### src/rtl/core/wwd_pkg.sv
// Shared types, constants and scoring helpers for the weighted worker dispatcher.
// Used by wwd_div and weighted_worker_dispatcher_unit; no dependencies.
package wwd_pkg;

  localparam int MOD_W  = 3;
  localparam int TIME_W = 24;
  localparam int Q_W    = 16;
  localparam int LOAD_W = 17;
  localparam int ACT_W  = 16;
  localparam int CNT_W  = 32;
  localparam int KEY_W  = 32;
  localparam int SCORE_W = 25;

  localparam int DIV_NW = 49;
  localparam int DIV_DW = 32;

  localparam logic [TIME_W-1:0] TIME_CAP  = 24'd25600;
  localparam logic [LOAD_W-1:0] ONE_Q16   = 17'd65536;
  localparam logic [16:0]       ALPHA     = 17'd13107;
  localparam logic [16:0]       ALPHA_C   = 17'd52429;
  localparam logic [Q_W-1:0]    Q_MAX     = 16'hFFFF;
  localparam logic [7:0]        CONF_HALF = 8'd250;
  // Divide by 500 as multiply by ceil(2^34 / 500), then shift by 34;
  // exact for every dividend below 2^25
  localparam logic [25:0]       CONF_RECIP = 26'd34359739;
  localparam int                CONF_SHIFT = 34;

  typedef enum logic [1:0] {
    KIND_DISPATCH = 2'd0,
    KIND_COMPLETE = 2'd1,
    KIND_REGISTER = 2'd2,
    KIND_NOP      = 2'd3
  } kind_t;

  typedef enum logic [2:0] {
    STRAT_QUALITY = 3'd0,
    STRAT_LATENCY = 3'd1,
    STRAT_LOAD    = 3'd2,
    STRAT_SCORE   = 3'd3,
    STRAT_FEWEST  = 3'd4
  } strategy_t;

  typedef enum logic [1:0] {
    ST_OK       = 2'd0,
    ST_NO_SLOT  = 2'd1,
    ST_OVERLOAD = 2'd2,
    ST_NOT_REG  = 2'd3
  } status_t;

  typedef enum logic [1:0] {
    CFG_STRATEGY   = 2'd0,
    CFG_LOAD_LIMIT = 2'd1,
    CFG_MAX_ACTIVE = 2'd2
  } cfg_idx_t;

  typedef enum logic [3:0] {
    S_IDLE,
    S_SCAN,
    S_RD,
    S_RDW,
    S_MUL,
    S_DR_GO,
    S_DR_WAIT,
    S_DL_GO,
    S_DL_WAIT,
    S_DC_GO,
    S_DC_WAIT,
    S_WR,
    S_DONE
  } state_t;

  typedef struct packed {
    logic [MOD_W-1:0]  caps;
    logic              open;
    logic [ACT_W-1:0]  active;
    logic [CNT_W-1:0]  done;
    logic [TIME_W-1:0] avg_time;
    logic [Q_W-1:0]    avg_qual;
    logic [Q_W-1:0]    ratio;
    logic [LOAD_W-1:0] load;
    logic [CNT_W-1:0]  disp;
  } slot_rec_t;

  // Weighted score times 500, in Q0.16 units
  function automatic logic [SCORE_W-1:0] score_num(slot_rec_t r);
    logic [TIME_W-1:0] t;
    logic [SCORE_W-1:0] s;
    t = (r.avg_time > TIME_CAP) ? TIME_CAP : r.avg_time;
    s = SCORE_W'(r.avg_qual) * SCORE_W'(150)
      + SCORE_W'(TIME_CAP - t) * SCORE_W'(320)
      + SCORE_W'(ONE_Q16 - r.load) * SCORE_W'(125)
      + SCORE_W'(r.ratio) * SCORE_W'(100);
    return s;
  endfunction

  function automatic logic [TIME_W-1:0] ema(logic [TIME_W-1:0] old, logic [TIME_W-1:0] x);
    logic [41:0] v;
    v = 42'(old) * 42'(ALPHA_C) + 42'(x) * 42'(ALPHA) + 42'd32768;
    return v[39:16];
  endfunction

  // Lower key wins under every strategy
  function automatic logic [KEY_W-1:0] key_of(logic [2:0] strat, slot_rec_t r);
    logic [KEY_W-1:0] k;
    case (strat)
      STRAT_QUALITY: k = KEY_W'(Q_MAX - r.avg_qual);
      STRAT_LATENCY: k = KEY_W'(r.avg_time);
      STRAT_LOAD:    k = KEY_W'(r.load);
      STRAT_FEWEST:  k = r.disp;
      default:       k = KEY_W'({SCORE_W{1'b1}} - score_num(r));
    endcase
    return k;
  endfunction

endpackage

### src/rtl/core/wwd_div.sv
// Restoring divider, one quotient bit per cycle.
// Depends on wwd_pkg for operand widths.
module wwd_div import wwd_pkg::*; (
  input  logic              clk,
  input  logic              rst_n,
  input  logic              start,
  input  logic [DIV_NW-1:0] dividend,
  input  logic [DIV_DW-1:0] divisor,
  output logic              done,
  output logic [DIV_NW-1:0] quotient
);

  localparam int CNT_BITS = $clog2(DIV_NW + 1);

  logic [DIV_DW-1:0]   rem_r, rem_nxt;
  logic [DIV_NW-1:0]   quo_r, quo_nxt;
  logic [DIV_DW-1:0]   dvs_r, dvs_nxt;
  logic [CNT_BITS-1:0] cnt_r, cnt_nxt;
  logic                run_r, run_nxt;
  logic                done_r, done_nxt;
  logic [DIV_DW:0]     trial;
  logic                fits;

  always_comb begin
    trial    = {rem_r, quo_r[DIV_NW-1]};
    fits     = trial >= {1'b0, dvs_r};
    rem_nxt  = rem_r;
    quo_nxt  = quo_r;
    dvs_nxt  = dvs_r;
    cnt_nxt  = cnt_r;
    run_nxt  = run_r;
    done_nxt = 1'b0;
    if (start) begin
      rem_nxt = '0;
      quo_nxt = dividend;
      dvs_nxt = divisor;
      cnt_nxt = CNT_BITS'(DIV_NW);
      run_nxt = 1'b1;
    end else if (run_r) begin
      rem_nxt = fits ? DIV_DW'(trial - {1'b0, dvs_r}) : trial[DIV_DW-1:0];
      quo_nxt = {quo_r[DIV_NW-2:0], fits};
      cnt_nxt = cnt_r - 1'b1;
      if (cnt_r == CNT_BITS'(1)) begin
        run_nxt  = 1'b0;
        done_nxt = 1'b1;
      end
    end
  end

  always_ff @(posedge clk) begin
    if (!rst_n) begin
      run_r  <= 1'b0;
      done_r <= 1'b0;
      cnt_r  <= '0;
    end else begin
      run_r  <= run_nxt;
      done_r <= done_nxt;
      cnt_r  <= cnt_nxt;
    end
  end

  always_ff @(posedge clk) begin
    rem_r <= rem_nxt;
    quo_r <= quo_nxt;
    dvs_r <= dvs_nxt;
  end

  assign done     = done_r;
  assign quotient = quo_r;

endmodule

### config.mk
export PLATFORM = sky130hd
export DESIGN_NAME = wwd_div
export DESIGN_NICKNAME = d
export VERILOG_FILES = /design/src/rtl/core/wwd_pkg.sv /design/src/rtl/core/wwd_div.sv
export SDC_FILE = /design/constraint.sdc
export NUM_CORES = 1
export LEC_CHECK = 0
export BUFFER_PORTS_ARGS = -buffer_cell sky130_fd_sc_hd__buf_4
export CORE_UTILIZATION = 50
export CTS_CLUSTER_SIZE = 16
export DETAILED_ROUTE_END_ITERATION = 16
export HOLD_SLACK_MARGIN = 0.02
export PLACE_DENSITY = 0.79
export SLEW_MARGIN = 30
export SYNTH_ARGS = -nofsm -noshare
export SYNTH_HDL_FRONTEND = slang
export SYNTH_SLANG_ARGS = --single-unit
### constraint.sdc
create_clock -name clk -period 2.6 [get_ports clk]
set_clock_uncertainty 0.15 [all_clocks]
set_input_delay 0.52 -clock clk [delete_from_list [all_inputs] [get_ports clk]]
set_output_delay 0.52 -clock clk [all_outputs]
set_load 0.02 [all_outputs]
* Yosys cells after proc, flatten, opt, wreduce, memory -nomap -nowiden *
Cells that the tools add are included.
Widths: inputs -> output; s select.

word-level totals
  bits in registers = 121
  bits of input ports = 84
  output and inout bits = 50
  logic and storage cells = 25

operators by class
  $add $sub $neg = 2
  magnitude comparators = 1
  equality and inequality tests = 1
  muxes and demuxes = 9
  bitwise logic cells = 2
  reduce and logical (&&, ||, !) cells = 3

operators with widths
  kind                 count
  $mux 49              2
  $ge 33x32->1         1
  $mux 32              1
  $sub 32x32->32       1
  $mux 6               2
  $eq 6x1->1 const B   1
  $sub 6x1->6 const B  1
  $mux 1               4
  $reduce_or 3->1      1
  $not 1->1            2
  $reduce_bool 2->1    1
  $reduce_or 2->1      1

* Depth between registers and ports, before layout *
Gate-level depths: netlist (run 1).

  depth in word-level cells = 4
  gate-level depth with buffers = 14
  mapped depth without buffers = 12

* Worst setup path before layout (run 1) *
No wires, ideal clock.

  kind = reg-to-reg
  from = register dvs_r[29]
  to = register quo_r[0], in the netlist quotient[0] (data pin)
  library setup time = 260 ps
  data arrival time = 2500 ps
  required time = 2190 ps
  path slack = -311 ps
  cell stages (with the launch flop) = 12
  buffers on the path = 2
  path through = edfxtp_1 -> inv_1 -> ha_1 -> and4_4 -> and3_4 -> and4_4 -> a211o_1 -> o31ai_4 -> nand2_4 -> buf_6 -> buf_6 -> mux2_4

on the way
  longest elaborated chain between the ends = 3

RTL lines
  item                    RTL line       RTL
  start, declared         wwd_div.sv:17  logic [DIV_DW-1:0] dvs_r, dvs_nxt;
  start signal, assigned  wwd_div.sv:65  dvs_r <= dvs_nxt;
  $ge 33x32->1            wwd_div.sv:26  fits = trial >= {1'b0, dvs_r};
  $mux 49                 wwd_div.sv:39  end else if (run_r) begin
  $mux 49                 wwd_div.sv:33  if (start) begin
  via quo_nxt[0]          wwd_div.sv:16  logic [DIV_NW-1:0] quo_r, quo_nxt;
  end signal, assigned    wwd_div.sv:64  quo_r <= quo_nxt;
  end, declared           wwd_div.sv:16

The timed path passes the listed nets, and every way through them passes these cells. The select of a mux whose other input is x is not followed.
A chain may end at the register's enable or synchronous reset.

* Worst setup path after layout (run 1) *
  from = register dvs_r[3]
  to = register rem_r[5]

on the way
  longest elaborated chain between the ends = 2

RTL lines
  item                                            RTL line                      RTL
  $sub 32x32->32 or $ge 33x32->1 (tied branches)  wwd_div.sv:40, wwd_div.sv:26
  $mux 32 (*)                                     wwd_div.sv:40                 rem_nxt = fits ? DIV_DW'(trial - {1'b0, dvs_r}) : trial[DIV_DW-1:0];
  end signal, assigned                            wwd_div.sv:63                 rem_r <= rem_nxt;
  end, declared                                   wwd_div.sv:15                 logic [DIV_DW-1:0] rem_r, rem_nxt;

Every way passes the cells marked *; elsewhere a longest branch is shown, timed or not.

==> results of run 1 <==
-- critical path, stage by stage, from the launching register on --
cell      delay [ns]
edfxtp_1        0.41
inv_2           0.09
ha_4            0.30
nand3_2         0.10
o21bai_4        0.19
a2111o_1        0.45
a31oi_4         0.18
o31ai_4         0.11
nand2_4         0.21
buf_12          0.18
mux2i_1         0.25
a211oi_2        0.11
-- per-layer routing --
layer	GRT usage, %	vias up
met2	52.5	311
li1	-	2732
met5	0	-
met1	32.0	2994
met4	17.4	0
met3	7.54	108
-- per-stage QoR --
step	cells	cell area, sq um	setup TNS [ns]	utilization, %	setup slack, ns
floorplan	616	6750	-0.445	-	-0.238
global placement	990	8580	-3.06	67.1	-0.148
detailed placement	990	8580	-5.24	67.1	-0.249
CTS	1035	9670	-3.32	75.7	-0.182
global route	1042	9980	-9.47	78.1	-0.397
finish	1042	9980	-7.27	78.1	-0.290
-- flip-flops by register name, indices dropped and copies added (netlist names) --
signal	flops
cnt_r	6
dvs_r	32
rem_r	32
run_r	1
quotient	49
done	1
-- timing repair --
| item | 4_1_cts | 5_1_grt |
|---|---|---|
| cloned | 2 | 1 |
| resized for setup | 61 | 64 |
| endpoints found under the setup margin | 33 | 33 |
| buffers inserted | 11 | 8 |
| pin swaps | 40 | 36 |
| hold buffers | 0 | 0 |
-- cell families (layout without fill, tap and decap cells) --
kind of cell             count (synthesis)  in the layout
AO/OA/AOI/OAI                          145            145
XOR/XNOR                                33             33
adder cells (fa/ha/maj)                 35             35
buffers and inverters                   76            329
flip-flops                             121            121
multiplexers                            65             65
AND/OR/NAND/NOR                        141            142
-- synth_stat cells (6+ instances only) --
master and count:
a211oi_1 19, a21o_1 7, a21oi_1 36, a31oi_1 8, clkbuf_1 16, dfxtp_1 40
edfxtp_1 81, ha_1 34, inv_1 49, mux2_2 48, mux2i_1 15, nand2_1 45
nand3_1 13, nor2_1 44, nor2b_1 6, nor3_1 11, o21ai_0 22, o21ai_1 10
xnor2_1 17, xor2_1 16
-- power by group --
part	switching (uW)	internal (uW)
combinational	1070	983
clock	935	1800
sequential	118	2260
-- final cells by class --
class	count	area (sq um)	share of cell area, %
Inverter	50	188	1.88
Clock buffer	17	425	4.26
Timing Repair Buffer	247	1950	19.6
Tap cell	172	215	2.16
Clock inverter	15	248	2.48
Multi-Input combinational cell	420	3720	37.3
Sequential cell	121	3230	32.4
-- final timing paths --
| path | depth (start not counted) | slack [ns] | startpoint | end |
|---|---|---|---|---|
| hold / removal | 1 | 0.11 | divisor[1] | dvs_r[1] |
| setup reg to reg | 11 | -0.29 | dvs_r[3] | rem_r[5] |
| hold reg to reg | 2 | 0.34 | rem_r[22] | rem_r[22] |
| setup / recovery | 11 | -0.29 | dvs_r[3] | rem_r[5] |
==> flow_metrics.tcl, run 1 <==
set metrics [dict create \
    finalHoldViolations 0 \
    yosys_register_bits 121 \
    layout.cells.most_common "buf_4" \
    globalRouteOverflowTotal 0 \
    synth_top_area_share_pct 36.6 \
    min_path_type "in -> reg" \
    grt_setup_unrepaired "yes" \
    synth_nets 735 \
    yosys_most_used_dff "edfxtp_1" \
    io_buffers 133 \
    routed_wl_um 21400 \
    synthMuxAreaShare_pct 10.8 \
    finalSetupViolations 33 \
    violations "negative setup slack" \
    die_area_sq_um 13800 \
    grt.total_usage_pct 29.7 \
    layout_setup_ws_ns -0.290 \
    final_cell_mix "buf_4, edfxtp_1, mux2_2" \
    path_clk_slew_ns 0.06 \
    gp_congestion 0.956 \
    fmax_mhz 346 \
    timing_worst_setup_path_type "reg -> reg" \
    dr.max_layer_used "met4" \
    worstSetupStartpointType "register" \
    status "finished with violations" \
    synth_cells 616 \
    grt_pass1_vias 6341 \
    clock_path_buffers 2 \
    drive_gt1_share_pct 50.5 \
    maxSlewHeadroom_pct 58.9 \
    synth_compound_area_share_pct 14.9 \
    synth-edff-count 81 \
    synthTopCellsByArea "edfxtp_1, dfxtp_1, mux2_2" \
    fillers 676 \
    cp.arrival_ns 3.02 \
    whs_ns 0.108 \
    power_uw 7170 \
    die_h_um 117 \
    grt_pass1_wl_um 32000 \
    tightest_slew_ns 0.617 \
    drv_cap 0 \
    htreeDepth 4 \
    period_share_pct 111 \
    leakage_uw 0.00412 \
    diodes 0 \
    cts_tree "yes" \
    synth-async-reset-ratio_pct 0 \
    synth_cell_types 57 \
    netlist_area_sq_um 6650 \
    grt_max_degree 57 \
    cp.required_ns 2.73 \
    wl_met1_um 7820 \
    cts_buffers 17 \
    firstDrtPassIters 6 \
    initial_core_util_pct 52.1 \
    initialDrtViolationCount 496 \
    synthAdderAreaFrac_pct 6.70 \
    via_count 6145 \
    power_density_nw_per_um2 718 \
    slew_viol_final 0 \
    ant_nets 0 \
    clk_latency_ns 0.44 \
    yosysWarnings 0 \
    ys_seq_area_share_pct 48.6 \
    io-pin-count 134 \
    synth_xor_area_share_pct 4.35 \
    ir_drop_mv 0.731 \
    fp.coreArea_sq_um 12800 \
    vias_per_cell 5.90 \
    route.detailed.drc 0 \
    num_rows 41 \
    end_kind "register" \
    syn_area_per_cell_sq_um 10.8 \
    antenna_found_initial 0 \
    avgRoutedWirePerCell_um 20.5 \
    root_buffer "clkbuf_16" \
    period_minus_slack_ns 2.89 \
    worstPathMaxFanout 7 \
    die_x_um 117 \
    yosysTopAreaCell "edfxtp_1" \
    met3_wirelength_um 1330 \
    met2_length_um 11000 \
    clock-sinks 121 \
    synth_top_family_by_area "compound AO/OA/AOI/OAI gates" \
    num-nets-final 976 \
    syn2layout_area_growth_pct 50.1 \
    hpwlAfterDp_um 12600 \
    yosys.area_share.simple_pct 9.79 \
]
Power figures use the tool's default switching activity.
==> run 2: changes to the inputs <==
CORE_ASPECT_RATIO = 2   (was default)
==> run 2 against run 1 <==
Compared with the run above:
- the flow still finishes with violations (negative setup slack)
- power shrank 2.6%
- sequential share of layout area shrank 0.60 points
- first-iteration DRC count shrank 40%
- sequential cell count is the same
- maximum frequency is essentially flat
- setup slack gained 0.0021 ns
- critical endpoint is now rem_r[10]
- largest cell class unchanged
==> flow_metrics.tcl, run 2 (synthesis gave the netlist of run 1 again) <==
set metrics [dict create \
    period_share_pct 111 \
    path_clk_slew_ns 0.06 \
    fillers 780 \
    num_rows 59 \
    antenna_found_initial 0 \
    worstSetupStartpointType "register" \
    maxSlewHeadroom_pct 52.2 \
    vias_per_cell 5.80 \
    min_path_type "in -> reg" \
    io_buffers 133 \
    layout_setup_ws_ns -0.287 \
    drv_cap 0 \
    drive_gt1_share_pct 53.3 \
    htreeDepth 4 \
    die_h_um 165 \
    cp_slowest_stage_delay_ns 0.41 \
    power_density_nw_per_um2 685 \
    timing_worst_setup_path_type "reg -> reg" \
    final_cell_mix "buf_4, edfxtp_1, mux2_2" \
    leakage_uw 0.00424 \
    clock_path_buffers 2 \
    firstDrtPassIters 5 \
    die_x_um 83.5 \
    path_cells "inv_2 > ha_4 > nand4_1 > buf_4 > nor4_4 > and4_4 > a211o_4 > o31ai_4 > nand2_4 > buf_6 > mux2_4 > a211oi_2" \
    initial_core_util_pct 51.2 \
    syn2layout_area_growth_pct 53.2 \
    hpwlAfterDp_um 14300 \
    grt_max_degree 57 \
    routed_wl_um 20800 \
    diodes 0 \
    cts_buffers 17 \
    layout.cells.most_common "buf_4" \
    worstPathMaxFanout 6 \
    initialDrtViolationCount 300 \
    cp.required_ns 2.79 \
    grt.total_usage_pct 29.1 \
    grt_pass1_wl_um 30800 \
    clk_latency_ns 0.42 \
    period_minus_slack_ns 2.89 \
    avgRoutedWirePerCell_um 19.8 \
    fp.coreArea_sq_um 13000 \
    ir_drop_mv 0.646 \
    die_area_sq_um 13800 \
    cts_tree "yes" \
    root_buffer "clkbuf_16" \
    clock-sinks 121 \
    cp.arrival_ns 3.08 \
    globalRouteOverflowTotal 0 \
    finalSetupViolations 33 \
    end_kind "register" \
    fmax_mhz 346 \
    status "finished with violations" \
    via_count 6084 \
    grt_pass1_vias 6431 \
    ant_nets 0 \
    crit_slowest_cell "edfxtp_1" \
    power_uw 6980 \
    slew_viol_final 0 \
    ctsHoldBuffers 0 \
    violations "negative setup slack" \
    io-pin-count 134 \
    gp_congestion 0.959 \
    setup_tns_ns -5.96 \
    num-nets-final 1003 \
    grt_setup_unrepaired "yes" \
    finalHoldViolations 0 \
    largest_register_ff_count 49 \
    route.detailed.drc 0 \
    tightest_slew_ns 0.714 \
]
## run 2: final cells by class
| cell class | instances | area, sq um | area share, % |
|---|---|---|---|
| well taps | 152 | 190 | 1.87 |
| multi-input cells | 420 | 3770 | 37.0 |
| repair buffers | 274 | 2190 | 21.5 |
| clock inverters | 15 | 184 | 1.81 |
| inverters | 50 | 188 | 1.84 |
| clock buffers | 17 | 425 | 4.18 |
| flip-flops and latches | 121 | 3240 | 31.8 |
## run 2: worst max-delay path: cells and delay by family, from the launching register on
family                   cells  cell delay, ns
AO/OA/AOI/OAI                3            0.83
flip-flops                   1            0.41
AND/OR/NAND/NOR              4            0.54
multiplexers                 1            0.29
buffers and inverters        3            0.39
adder cells (fa/ha/maj)      1            0.21
## run 2: power by group
part           internal, uW  total, uW  switching, uW
logic                  1060       2110           1050
registers              2260       2390            124
clock network          1460       2480           1030
total                  4780       6980           2200
## run 2: timing repair
action / CTS / global route
gates resized for setup: 100 / 47
cloned: 1 / 1
buffers inserted: 23 / 9
pin swaps: 35 / 25
setup endpoints to repair: 33 / 33
## run 2: routing by layer
layer	part of all wire (%)	vias up	GRT usage [%]
li1	-	2792	-
met1	33	2918	26.2
met2	55	283	56.2
met3	5.1	91	5.37
met4	7.1	0	22.9
met5	0	-	0
## run 2: stage by stage
step                      setup WS, ns  instances  util, %  instance area, sq um  hold slack, ns
after detailed placement        -0.365        988     66.9                  8690           0.337
final                           -0.287       1049     78.4                 10200           0.119
after floorplan                 -0.238        616        -                  6750           0.293
after global placement          -0.300        988     66.9                  8690           0.318
after CTS                       -0.203       1042     76.2                  9900           0.117
after global routing            -0.370       1049     78.4                 10200           0.114
## run 2: path summary, 6_finish.rpt
kind	start	slack (ns)	cells past startpoint	end
worst max-delay path	dvs_r[7]	-0.29	12	rem_r[10]
worst min register to register	rem_r[22]	0.33	2	rem_r[22]
worst min-delay path	divisor[2]	0.12	1	dvs_r[2]
worst max register to register	dvs_r[7]	-0.29	12	rem_r[10]
